**src/rtl/core/point_in_polygon_classifier_core_macros.svh**
```systemverilog
// assertion helpers included by the core back end (ppc_back)
`ifndef POINT_IN_POLYGON_CLASSIFIER_CORE_MACROS_SVH
`define POINT_IN_POLYGON_CLASSIFIER_CORE_MACROS_SVH

// same-cycle implication
`define PPC_ASSERT_NOW(label, clk, rst, ante, cons) \
   label: assert property (@(posedge clk) disable iff (rst) (ante) |-> (cons)) \
      else $error("ppc check failed");

// next-cycle implication
`define PPC_ASSERT_NEXT(label, clk, rst, ante, cons) \
   label: assert property (@(posedge clk) disable iff (rst) (ante) |=> (cons)) \
      else $error("ppc check failed");

`endif

```
**src/rtl/core/ppc_pkg.sv**
```systemverilog
`default_nettype none
package ppc_pkg;
   localparam int MAX_VERTICES = 64;
   localparam int COORD_WIDTH  = 32;
   localparam int FIELD_W      = 32;
   localparam int OPCODE_W     = 2;
   localparam int ANSWER_W     = 2;
   localparam int IDX_W        = $clog2(MAX_VERTICES);
   localparam int CNT_W        = $clog2(MAX_VERTICES + 1);
   localparam int DIFF_W       = COORD_WIDTH + 1;
   localparam int PROD_W       = 2 * DIFF_W;
   localparam int QUEUE_DEPTH  = 2;
   localparam int QPTR_W       = $clog2(QUEUE_DEPTH);
   localparam int QCNT_W       = $clog2(QUEUE_DEPTH + 1);

   typedef enum logic [OPCODE_W-1:0] {
      OP_START  = 2'd0,
      OP_APPEND = 2'd1,
      OP_QUERY  = 2'd2
   } opcode_type;

   typedef enum logic [ANSWER_W-1:0] {
      ANS_INSIDE   = 2'd0,
      ANS_OUTSIDE  = 2'd1,
      ANS_BOUNDARY = 2'd2,
      ANS_DROPPED  = 2'd3
   } answer_type;

   typedef logic signed [COORD_WIDTH-1:0] coord_type;

   typedef struct packed {
      opcode_type op;
      coord_type  x;
      coord_type  y;
   } cmd_type;

   typedef struct packed {
      logic    push;
      cmd_type cmd;
   } q_wr_type;

   typedef struct packed {
      logic    valid;
      cmd_type cmd;
   } q_rd_type;
endpackage
`default_nettype wire

```
**src/rtl/core/ppc_queue.sv**
```systemverilog
`default_nettype none
module ppc_queue import ppc_pkg::*; (
   input  logic     clock,
   input  logic     reset,
   input  q_wr_type q_wr,
   input  logic     q_pop,
   output logic     q_full,
   output q_rd_type q_rd
);
   cmd_type           slot_ff [QUEUE_DEPTH];
   logic [QPTR_W-1:0] wr_ptr_ff, wr_ptr_in;
   logic [QPTR_W-1:0] rd_ptr_ff, rd_ptr_in;
   logic [QCNT_W-1:0] cnt_ff, cnt_in;
   logic              do_pop;

   assign q_full     = cnt_ff == QCNT_W'(QUEUE_DEPTH);
   assign q_rd.valid = cnt_ff != '0;
   assign q_rd.cmd   = slot_ff[rd_ptr_ff];
   assign do_pop     = q_pop && q_rd.valid;

   always_comb begin
      wr_ptr_in = wr_ptr_ff;
      rd_ptr_in = rd_ptr_ff;
      cnt_in    = cnt_ff;
      if (q_wr.push) begin
         wr_ptr_in = (wr_ptr_ff == QPTR_W'(QUEUE_DEPTH - 1)) ? '0 : wr_ptr_ff + 1'b1;
      end
      if (do_pop) begin
         rd_ptr_in = (rd_ptr_ff == QPTR_W'(QUEUE_DEPTH - 1)) ? '0 : rd_ptr_ff + 1'b1;
      end
      cnt_in = cnt_ff + QCNT_W'(q_wr.push) - QCNT_W'(do_pop);
   end

   always_ff @(posedge clock) begin
      if (reset) begin
         wr_ptr_ff <= '0;
         rd_ptr_ff <= '0;
         cnt_ff    <= '0;
      end else begin
         wr_ptr_ff <= wr_ptr_in;
         rd_ptr_ff <= rd_ptr_in;
         cnt_ff    <= cnt_in;
      end
      if (q_wr.push) begin
         slot_ff[wr_ptr_ff] <= q_wr.cmd;
      end
   end
endmodule
`default_nettype wire

```
**config.mk**
```make
export PLATFORM = sky130hd
export DESIGN_NAME = ppc_queue
export DESIGN_NICKNAME = d
export VERILOG_FILES = /design/src/rtl/core/point_in_polygon_classifier_core_macros.svh /design/src/rtl/core/ppc_pkg.sv /design/src/rtl/core/ppc_queue.sv
export SDC_FILE = /design/constraint.sdc
export NUM_CORES = 1
export LEC_CHECK = 0
export BUFFER_PORTS_ARGS = -buffer_cell sky130_fd_sc_hd__buf_4
export CORE_AREA = 4 4 133 135
export CTS_CLUSTER_DIAMETER = 50
export DETAILED_ROUTE_END_ITERATION = 10
export DIE_AREA = 0 0 137 139
export SETUP_SLACK_MARGIN = 0.15
export SYNTH_ARGS = -nofsm -noshare
export SYNTH_HDL_FRONTEND = slang
export SYNTH_SLANG_ARGS = --single-unit
```
**constraint.sdc**
```tcl
create_clock -name clock -period 4.4 [get_ports clock]
set_input_delay 0 -clock clock [delete_from_list [all_inputs] [get_ports clock]]
set_output_delay 0 -clock clock [all_outputs]
set_load 0.01 [all_outputs]
```
-- After elaboration in Yosys (flattened, before gate mapping)
Memories as Yosys holds them, arrays and structs flattened. A register that Yosys moved wholly into a read port is not among the register bits.
Cells that the tools add are included.
- reduce and logical (&&, ||, !) cells: 2
- muxes and demuxes: 6
- multiply operators: 0
- shifts and indexed selects: 0
- order comparisons: 0
- equality and inequality tests: 1
- divide/modulo/power cells: 0
- add/subtract/negate cells: 4
- bitwise operators: 0
- operator list (operator ; count):
    1-bit two-way mux ; 6
    1-bit adder, second input constant ; 2
    2-bit by 1-bit adder with 2-bit output ; 1
    2-bit equality test, second input constant ; 1
    2-bit nonzero test ; 1
    2-bit by 1-bit subtractor with 2-bit output ; 1
    1-bit logical AND ; 1
- logic and storage cells: 17
- memories: 1
- input port bits: 70
- flip-flop bits (word level): 4
- bits in read-only memories: 0
- latch bits: 0
- output and inout port bits: 68
- bits in writable memories: 132
- memory list (memory ; words ; bits a word ; read ports ; clocked after Yosys merged registers in ; wr ports ; RTL line ; RTL):
    slot_ff ; 2 ; 66 ; 1 ; 1 ; 1 ; ppc_queue.sv:10 ; cmd_type slot_ff [QUEUE_DEPTH];

-- Depth between registers and ports, before layout
Gate-level depths: netlist of run 1.
- depth in word-level cells: 4
- mapped depth: 6
- gate-level depth less buffers: 6

-- Worst setup path after synthesis of run 1
No wires, ideal clock.
- path kind: flip-flop to flip-flop
- from: register wr_ptr_ff
- to: memory slot_ff[0][0] (netlist name), enable pin
- setup time: 498 ps
- setup slack: 641 ps
- stages on the path, launching flop included: 2
- path buffers: 0
- data arrival time: 3261 ps
- cell sequence: dfxtp_1 -> nor2b_1
- RTL lines (element ; RTL line ; RTL):
    from (decl) ; ppc_queue.sv:11 ; logic [QPTR_W-1:0] wr_ptr_ff, wr_ptr_in;
    from (signal assigned) ; ppc_queue.sv:40 ; wr_ptr_ff <= wr_ptr_in;
    to (decl) ; ppc_queue.sv:10 ;
No word-level cell before the write port.

==> reports/results.md, run 1 <==
### GRT
• **number of antenna violations at the first check in global routing** 0
• **largest net degree at the start of global routing** 67
• **residual overflow from global routing** 0
• **global-route wire length before repair** 16200 um
• **Total Routing Usage GR** 0.111
• **vias in the first global route** 3174

### Routing
• **via/cell ratio** 4.18
• **violation count after the first detailed-route iteration** 104
• **final antenna-violating net count** 0
• **count of unresolved DRC violations after routing** 0
• **vias after detailed routing** 2847
• **Avg WL per Cell** 15.1 um
• **aggregate routed wire length** 10300 um
• **Pre-Repair DR Iteration Count** 4

### Die
• **Row Count** 47
• **vertical extent of the die** 139 um
• **die span in x** 137 um
• **DIE AREA** 0.0190 mm2
• **Initial Utilization** 0.314
• **boundary pin count** 138
• **Core Region** 0.0165 mm2

### Timing
• **count of final hold-check violations** 0
• **unrepaired setup endpoints after global routing** no
• **final worst path period share** 0.478
• **final number of max-transition violations** 0
• **final worst clock skew** 0.00799 ns
• **total negative setup slack** 0 ns
• **relative slew slack** 0.247
• **achievable clock frequency** 475 MHz
• **final setup violation count** 0
• **Tmin final** 2.11 ns
• **transition at the pin with the smallest max-transition slack** 1.13 ns

### Placed design
• **Routability Congestion** 0.717
• **Port-buffer cells** 137
• **Post-DP Area** 0.00642 mm2

### Yosys
• **number of warnings printed during yosys synthesis** 0
• **post-synthesis instance area** 0.00517 mm2
• **share of synthesized flip-flops with an asynchronous set or reset** 0
• **sequential element share of the synthesized area** 0.787
• **count of distinct cell types in the synthesized netlist** 15
• **number of flops mapped to enable cells by yosys** 132
• **number of cells produced by synthesis** 228
• **mean post-synth cell area** 22.7 um2
• **synthesis-stage register bit count** 137
• **Top FF cell, synth** sky130_fd_sc_hd__edfxtp_1
• **Syn Nets** 300

### Setup path
• **Worst Setup Path Type** reg -> out
• **RR Startpoint** wr_ptr_ff
• **reg2reg path depth** 2
• **terminus of the critical flop-to-flop path** slot_ff[0][41]
• **delay of the slowest cell on the worst path** 1.09 ns
• **critical path, cell by cell** mux2_2, buf_4
• **Critical Path Slowest Stage Cell** sky130_fd_sc_hd__dfxtp_4
• **crit path DAT** 2.11 ns
• **critical path data required time** 4.40 ns
• **CP startpoint kind** flop
• **capturing element type of the critical path** output pin
• **largest fanout on the critical path** 66
• **Worst R2R Setup Slack** 2.43 ns

### Final layout
• **final core occ** 0.473
• **number of fillers in the final layout** 1425
• **Non-Filler Cell Area, Final** 0.00779 mm2
• **Synth-to-Final Area Change** 50.8%
• **Post-layout nets** 519
• **fraction of final layout cells sized beyond drive strength 1** 0.526

### CTS
• **clock slew at the register clock pins of the worst setup and hold paths** 0.06 ns
• **latest clock arrival within the worst-skew pair** 0.41 ns
• **number of CTS-inserted buffers** 17
• **TritonCTS clock tree** done
• **root cell of the clock tree** sky130_fd_sc_hd__clkbuf_16
• **count of H-tree levels built during CTS** 4
• **number of gates resized after cts** 0
• **Clock Sink Count** 137
• **Max clock buf depth** 2

### Pwr
• **relative contribution of sequential cells to total power** 0.412
• **power per cell area** 514 mW/mm2
• **fraction of power consumed by the clock network** 0.397
• **net load switching power** 0.901 mW
• **switching power share of the total** 0.225
• **Max rail drop VDD** 0.269 mV
• **combinational group share of total power** 0.191
• **leakage power figure** 3.02 nW
• **Internal Pwr Total** 3.10 mW

### Worst hold path
• **Worst Hold Path EP** rd_ptr_ff
• **number of cells on the worst hold path** 3
• **start point of the worst hold path** q_pop
• **class of the tightest hold or removal check** in -> reg

### Run status
• **outcome** finished clean

### Flow run
• **max_cap viols** 0

[worst max path at each step]
stage / startpoint / endpoint / slack (ns) / depth (start not counted)
5_1_grt: flop / q_rd[54] / 2.16 / 2
6_report: flop / q_rd[65] / 2.29 / 2
4_1_cts: flop / q_rd[57] / 2.21 / 2
2_1_floorplan: wr_ptr_ff / slot_ff[0][0] / 0.64 / 1
3_3_place_gp: wr_ptr_ff / slot_ff[0][59] / 2.45 / 2
3_5_place_dp: wr_ptr_ff / slot_ff[0][33] / 2.40 / 2
[layout make-up]
class	count	area [um2]	share of cell area
clock inverters	11	191	0.0246
diodes	1	2.50	0.000321
repair buffers	207	1730	0.222
multi-input cells	82	1040	0.133
clock buffers	21	480	0.0617
well taps	220	275	0.0353
flip-flops and latches	137	4070	0.522
inverters	2	7.51	0.000964
[worst max-delay path: cells and delay by family, from the launching register on]
| kind | cells | cell delay, ns |
|---|---|---|
| buf+inv | 1 | 0.14 |
| flops | 1 | 1.09 |
| mux | 1 | 0.42 |
[through the flow]
stage / hold WS, ns / setup WS (ns) / cells / power, mW
after floorplan: 0.0716 / 0.641 / 228 / 2.08
after global placement: 0.185 / 2.45 / 579 / 2.39
after detailed placement: 0.188 / 2.40 / 579 / 2.41
after CTS: 0.0247 / 2.21 / 680 / 4.06
after global routing: 0.0408 / 2.16 / 680 / 4.18
final: 0.0421 / 2.29 / 681 / 4.00
[registers in the layout, indices dropped and copies added (netlist names), named ones only]
register / count
slot_ff: 132
rd_ptr_ff: 1
cnt_ff: 2
wr_ptr_ff: 1
[metal layers]
| metal | global-route usage | routed length, um | vias up |
|---|---|---|---|
| met4 | 0.0420 | 140 | 0 |
| met2 | 0.187 | 5240 | 95 |
| met5 | 0 | 0 | - |
| met1 | 0.127 | 4300 | 1403 |
| li1 | - | - | 1336 |
| met3 | 0.0439 | 606 | 13 |
[synth_stat cells, drive strengths merged, types with 2 or more instances]
cell type	instances	area share
edfxtp	132	0.77
mux2	68	0.18
buf	7	0.013
dfxtp	5	0.019
nor2b	4	0.0048
nor2	3	0.0022
ha	2	0.0048
inv	2	0.0015
[repair_timing]
item | 4_1_cts | 5_1_grt
hold buffers | 69 | 0
buffers inserted | 0 | 0
endpoints found under the hold margin | 135 | 0
[power groups by stage]
stage,sequential (mW),clock (mW),combinational [mW]
5_1_grt,1.67,1.69,0.824
6_report,1.65,1.59,0.764
3_3_place_gp,1.68,0,0.718
2_1_floorplan,1.59,0,0.496
4_1_cts,1.66,1.62,0.779
3_5_place_dp,1.68,0,0.726
[cells in the final DEF (no fill, tap or decap), types with 2 or more instances in the layout]
cell and count:
sky130_fd_sc_hd__clkinv_2 2, sky130_fd_sc_hd__edfxtp_1 132, sky130_fd_sc_hd__ha_1 2, sky130_fd_sc_hd__dfxtp_1 4
sky130_fd_sc_hd__dlygate4sd3_1 69, sky130_fd_sc_hd__nor2b_1 3, sky130_fd_sc_hd__buf_4 138, sky130_fd_sc_hd__nor2_1 3
sky130_fd_sc_hd__mux2_2 28, sky130_fd_sc_hd__inv_1 2, sky130_fd_sc_hd__mux2_4 40, sky130_fd_sc_hd__bufinv_16 5
sky130_fd_sc_hd__clkinvlp_4 3, sky130_fd_sc_hd__clkbuf_8 4, sky130_fd_sc_hd__clkbuf_16 17
[cell families after synthesis]
kind of cell | synth area share
XOR/XNOR | 0.00605
AO/OA/AOI/OAI | 0.00145
multiplexers | 0.177
AND/OR/NAND/NOR | 0.00945
adder cells (fa/ha/maj) | 0.00484
flip-flops | 0.787
buffers and inverters | 0.0143
Note: power is estimated with default switching activity, not from simulation.
==> run 2, diff against run 1 <==
Settings changed: ABC_AREA set to 1.
Clock period 4.4 ns to 1.9 ns, I/O delays scaled along.
==> reports/results.md, run 2 <==
### CTS
• **root cell of the clock tree** sky130_fd_sc_hd__clkbuf_16
• **TritonCTS clock tree** done
• **count of H-tree levels built during CTS** 4, unchanged
• **number of CTS-inserted buffers** 17, unchanged
• **clock slew at the register clock pins of the worst setup and hold paths** 0.06 ns, about the same
• **Clock Sink Count** 137, unchanged
• **Max clock buf depth** 2, unchanged
• **latest clock arrival within the worst-skew pair** 0.41 ns, about the same

### Yosys
• **share of synthesized flip-flops with an asynchronous set or reset** 0, unchanged
• **commonest cells in the synthesized netlist** sky130_fd_sc_hd__edfxtp_1 (132), sky130_fd_sc_hd__mux2_4 (40), sky130_fd_sc_hd__mux2_2 (26)
• **area share of xor/xnor cells in the synthesized design** 0, -0.00605
• **synthesis-stage register bit count** 137, unchanged
• **cell type with the largest total area after synthesis** sky130_fd_sc_hd__edfxtp_1
• **Syn Nets** 314, +4.7%
• **cells taking the most area after synthesis** sky130_fd_sc_hd__edfxtp_1 (77%), sky130_fd_sc_hd__mux2_4 (12%), sky130_fd_sc_hd__mux2_2 (5.7%)
• **top cell type's share of synthesized area** 0.767, unchanged
• **adder and majority gate portion of the synthesized area** 0.00484, unchanged
• **multiplexer fraction of the synthesized cell area** 0.173, -0.00436
• **share of the synthesized area in compound gates (AO/OA/AOI/OAI)** 0.000969, -0.000484
• **number of warnings printed during yosys synthesis** 0, unchanged
• **Top FF cell, synth** sky130_fd_sc_hd__edfxtp_1
• **number of cells produced by synthesis** 242, +6.1%
• **post-synthesis instance area** 0.00517 mm2, unchanged
• **most repeated cell in the gate-level netlist after synthesis** sky130_fd_sc_hd__edfxtp_1
• **synthesized-area fraction occupied by and/or/nand/nor cells** 0.0145, +0.00509
• **sequential element share of the synthesized area** 0.787, unchanged
• **dominant combinational cell family by area after synthesis** multiplexers
• **mean post-synth cell area** 21.3 um2, -5.8%
• **count of distinct cell types in the synthesized netlist** 13, -2
• **number of flops mapped to enable cells by yosys** 132, unchanged

### Routing
• **vias after detailed routing** 2876, +1.0%
• **Avg WL per Cell** 14.8 um, -2.3%
• **via/cell ratio** 4.11, -1.7%
• **final antenna-violating net count** 0, unchanged
• **Pre-Repair DR Iteration Count** 5, +1
• **count of unresolved DRC violations after routing** 0, unchanged
• **aggregate routed wire length** 10300 um, +0.40%
• **violation count after the first detailed-route iteration** 165, +59%

### Final layout
• **number of fillers in the final layout** 1445, +1.4%
• **Reg with most FFs** slot_ff
• **Largest register FFs** 132, unchanged
• **commonest non-fill, non-tap cell in the layout** sky130_fd_sc_hd__buf_4
• **Non-Filler Cell Area, Final** 0.00779 mm2, about the same
• **leading registers by flop count** slot_ff: 132 flops, cnt_ff: 2 flops
• **Synth-to-Final Area Change** 50.7%, about the same
• **number of antenna diodes** 0, -1
• **non-filler cells, final** 700, +2.8%
• **fraction of final layout cells sized beyond drive strength 1** 0.498, -0.0282
• **Post-layout nets** 539, +3.9%
• **most frequent cells in the layout** sky130_fd_sc_hd__buf_4 (139), sky130_fd_sc_hd__edfxtp_1 (132), sky130_fd_sc_hd__dlygate4sd3_1 (69), sky130_fd_sc_hd__mux2_4 (40), sky130_fd_sc_hd__mux2_2 (26)

### Timing
• **final setup violation count** 0, unchanged
• **achievable clock frequency** 621 MHz
• **Tmin final** 1.61 ns
• **count of final hold-check violations** 0, unchanged
• **unrepaired setup endpoints after global routing** no
• **transition at the pin with the smallest max-transition slack** 0.460 ns, -0.669 ns
• **relative slew slack** 0.693, +0.445
• **final number of max-transition violations** 0, unchanged
• **final worst path period share** 0.847
• **final worst clock skew** 0.0105 ns, +0.00254 ns
• **total negative setup slack** 0 ns, unchanged

### GRT
• **Total Routing Usage GR** 0.109, -0.00178
• **most used routing layer** met2
• **met1 global-route usage** 0.128, +0.00163
• **residual overflow from global routing** 0, unchanged
• **global-route met2 utilization** 0.179, -0.00749
• **global-route met3 utilization** 0.0417, -0.00218
• **number of antenna violations at the first check in global routing** 0, unchanged
• **global-route wire length before repair** 15800 um, -2.1%
• **vias in the first global route** 3128, -1.4%
• **largest net degree at the start of global routing** 59, -12%

### Setup path
• **delay of the slowest cell on the worst path** 0.38 ns, -0.71 ns
• **reg2reg path depth** 3, +1
• **critical path data required time** 1.90 ns, -2.50 ns
• **crit path DAT** 1.61 ns, -0.50 ns
• **terminus of the critical flop-to-flop path** slot_ff[1][21]
• **Critical Path Slowest Stage Cell** sky130_fd_sc_hd__mux2_2
• **Worst Setup Path Type** reg -> out
• **buffers and inverters on the worst path** 2, +1
• **critical path, cell by cell** buf_6, mux2_2, buf_4
• **capturing element type of the critical path** output pin
• **RR Startpoint** wr_ptr_ff
• **Worst R2R Setup Slack** 0.49 ns, -1.94 ns
• **CP startpoint kind** flop
• **Crit path max-delay family** buffers and inverters
• **largest fanout on the critical path** 25, -62%

### Die
• **DIE AREA** 0.0190 mm2, unchanged
• **Core Region** 0.0165 mm2, unchanged
• **vertical extent of the die** 139 um, unchanged
• **boundary pin count** 138, unchanged
• **Row Count** 47, unchanged
• **die span in x** 137 um, unchanged
• **Initial Utilization** 0.314, unchanged

### Placed design
• **count of placed standard cells including taps** 599, +3.5%
• **Routability Congestion** 0.660, -8.0%
• **Post-DP Area** 0.00653 mm2, +1.6%
• **post-detailed-placement half-perimeter wirelength** 6600 um
• **Port-buffer cells** 137, unchanged

### Worst hold path
• **class of the tightest hold or removal check** in -> reg
• **number of cells on the worst hold path** 2, -1
• **Worst Hold Path EP** slot_ff[1][6]
• **start point of the worst hold path** q_wr[6]

### Pwr
• **leakage power figure** 3.03 nW, +0.55%
• **power per cell area** 1120 mW/mm2, +120%
• **Max rail drop VDD** 0.715 mV, +170%

### Run status
• **outcome** finished clean

### Flow run
• **max_cap viols** 0, unchanged

[run 2: how the worst max path moves through the flow]
stage | from | to | slack (ns) | depth (start not counted)
after floorplan | wr_ptr_ff | slot_ff[1][0] | 0.15 | 2
after global placement | wr_ptr_ff | slot_ff[1][57] | 0.48 | 3
after detailed placement | wr_ptr_ff | slot_ff[1][21] | 0.47 | 3
after CTS | flop | q_rd[7] | 0.25 | 3
after global routing | flop | q_rd[60] | 0.23 | 3
final | flop | q_rd[65] | 0.29 | 3
[run 2: logic make-up after synthesis]
family	after synthesis
simple gates	19
compound gates	1
buf+inv	17
flops	137
fa+ha+maj	2
mux	66
[run 2: where the power goes]
part           switching (mW)  internal, mW  leakage, nW
sequential             0.0553          3.52         1.28
combinational           0.832          1.12         1.48
clock                    1.16          2.03        0.275
[run 2: repair_timing]
item                       in CTS  in global routing
hold endpoints to repair      137                  0
gates resized for setup         1                  0
hold buffers                   69                  0
setup endpoints to repair       2                  0
buffers inserted                0                  0
[run 2: through the flow]
| step | hold WS [ns] | worst slack, ns | utilization | power [mW] |
|---|---|---|---|---|
| 2_1_floorplan | 0.0712 | 0.153 | - | 4.73 |
| 3_3_place_gp | 0.185 | 0.479 | 0.396 | 5.48 |
| 3_5_place_dp | 0.187 | 0.466 | 0.396 | 5.51 |
| 4_1_cts | 0.295 | 0.254 | 0.473 | 8.84 |
| 5_1_grt | 0.301 | 0.226 | 0.473 | 9.09 |
| 6_report | 0.310 | 0.290 | 0.473 | 8.72 |
[run 2: per-layer routing]
layer,part of all wire,vias to the layer above
met2,0.50,99
li1,-,1383
met5,0,-
met1,0.42,1380
met4,0.015,0
met3,0.068,14
[run 2: area by class of cell]
cell class / count / area, um2 / share of cell area
tap: 220 / 275 / 0.0353
sequential: 137 / 4070 / 0.522
inverter: 10 / 41.3 / 0.00530
clock inverter: 12 / 131 / 0.0169
clock buffer: 20 / 437 / 0.0561
timing repair buffer: 213 / 1830 / 0.234
multi-input combinational: 88 / 1010 / 0.129
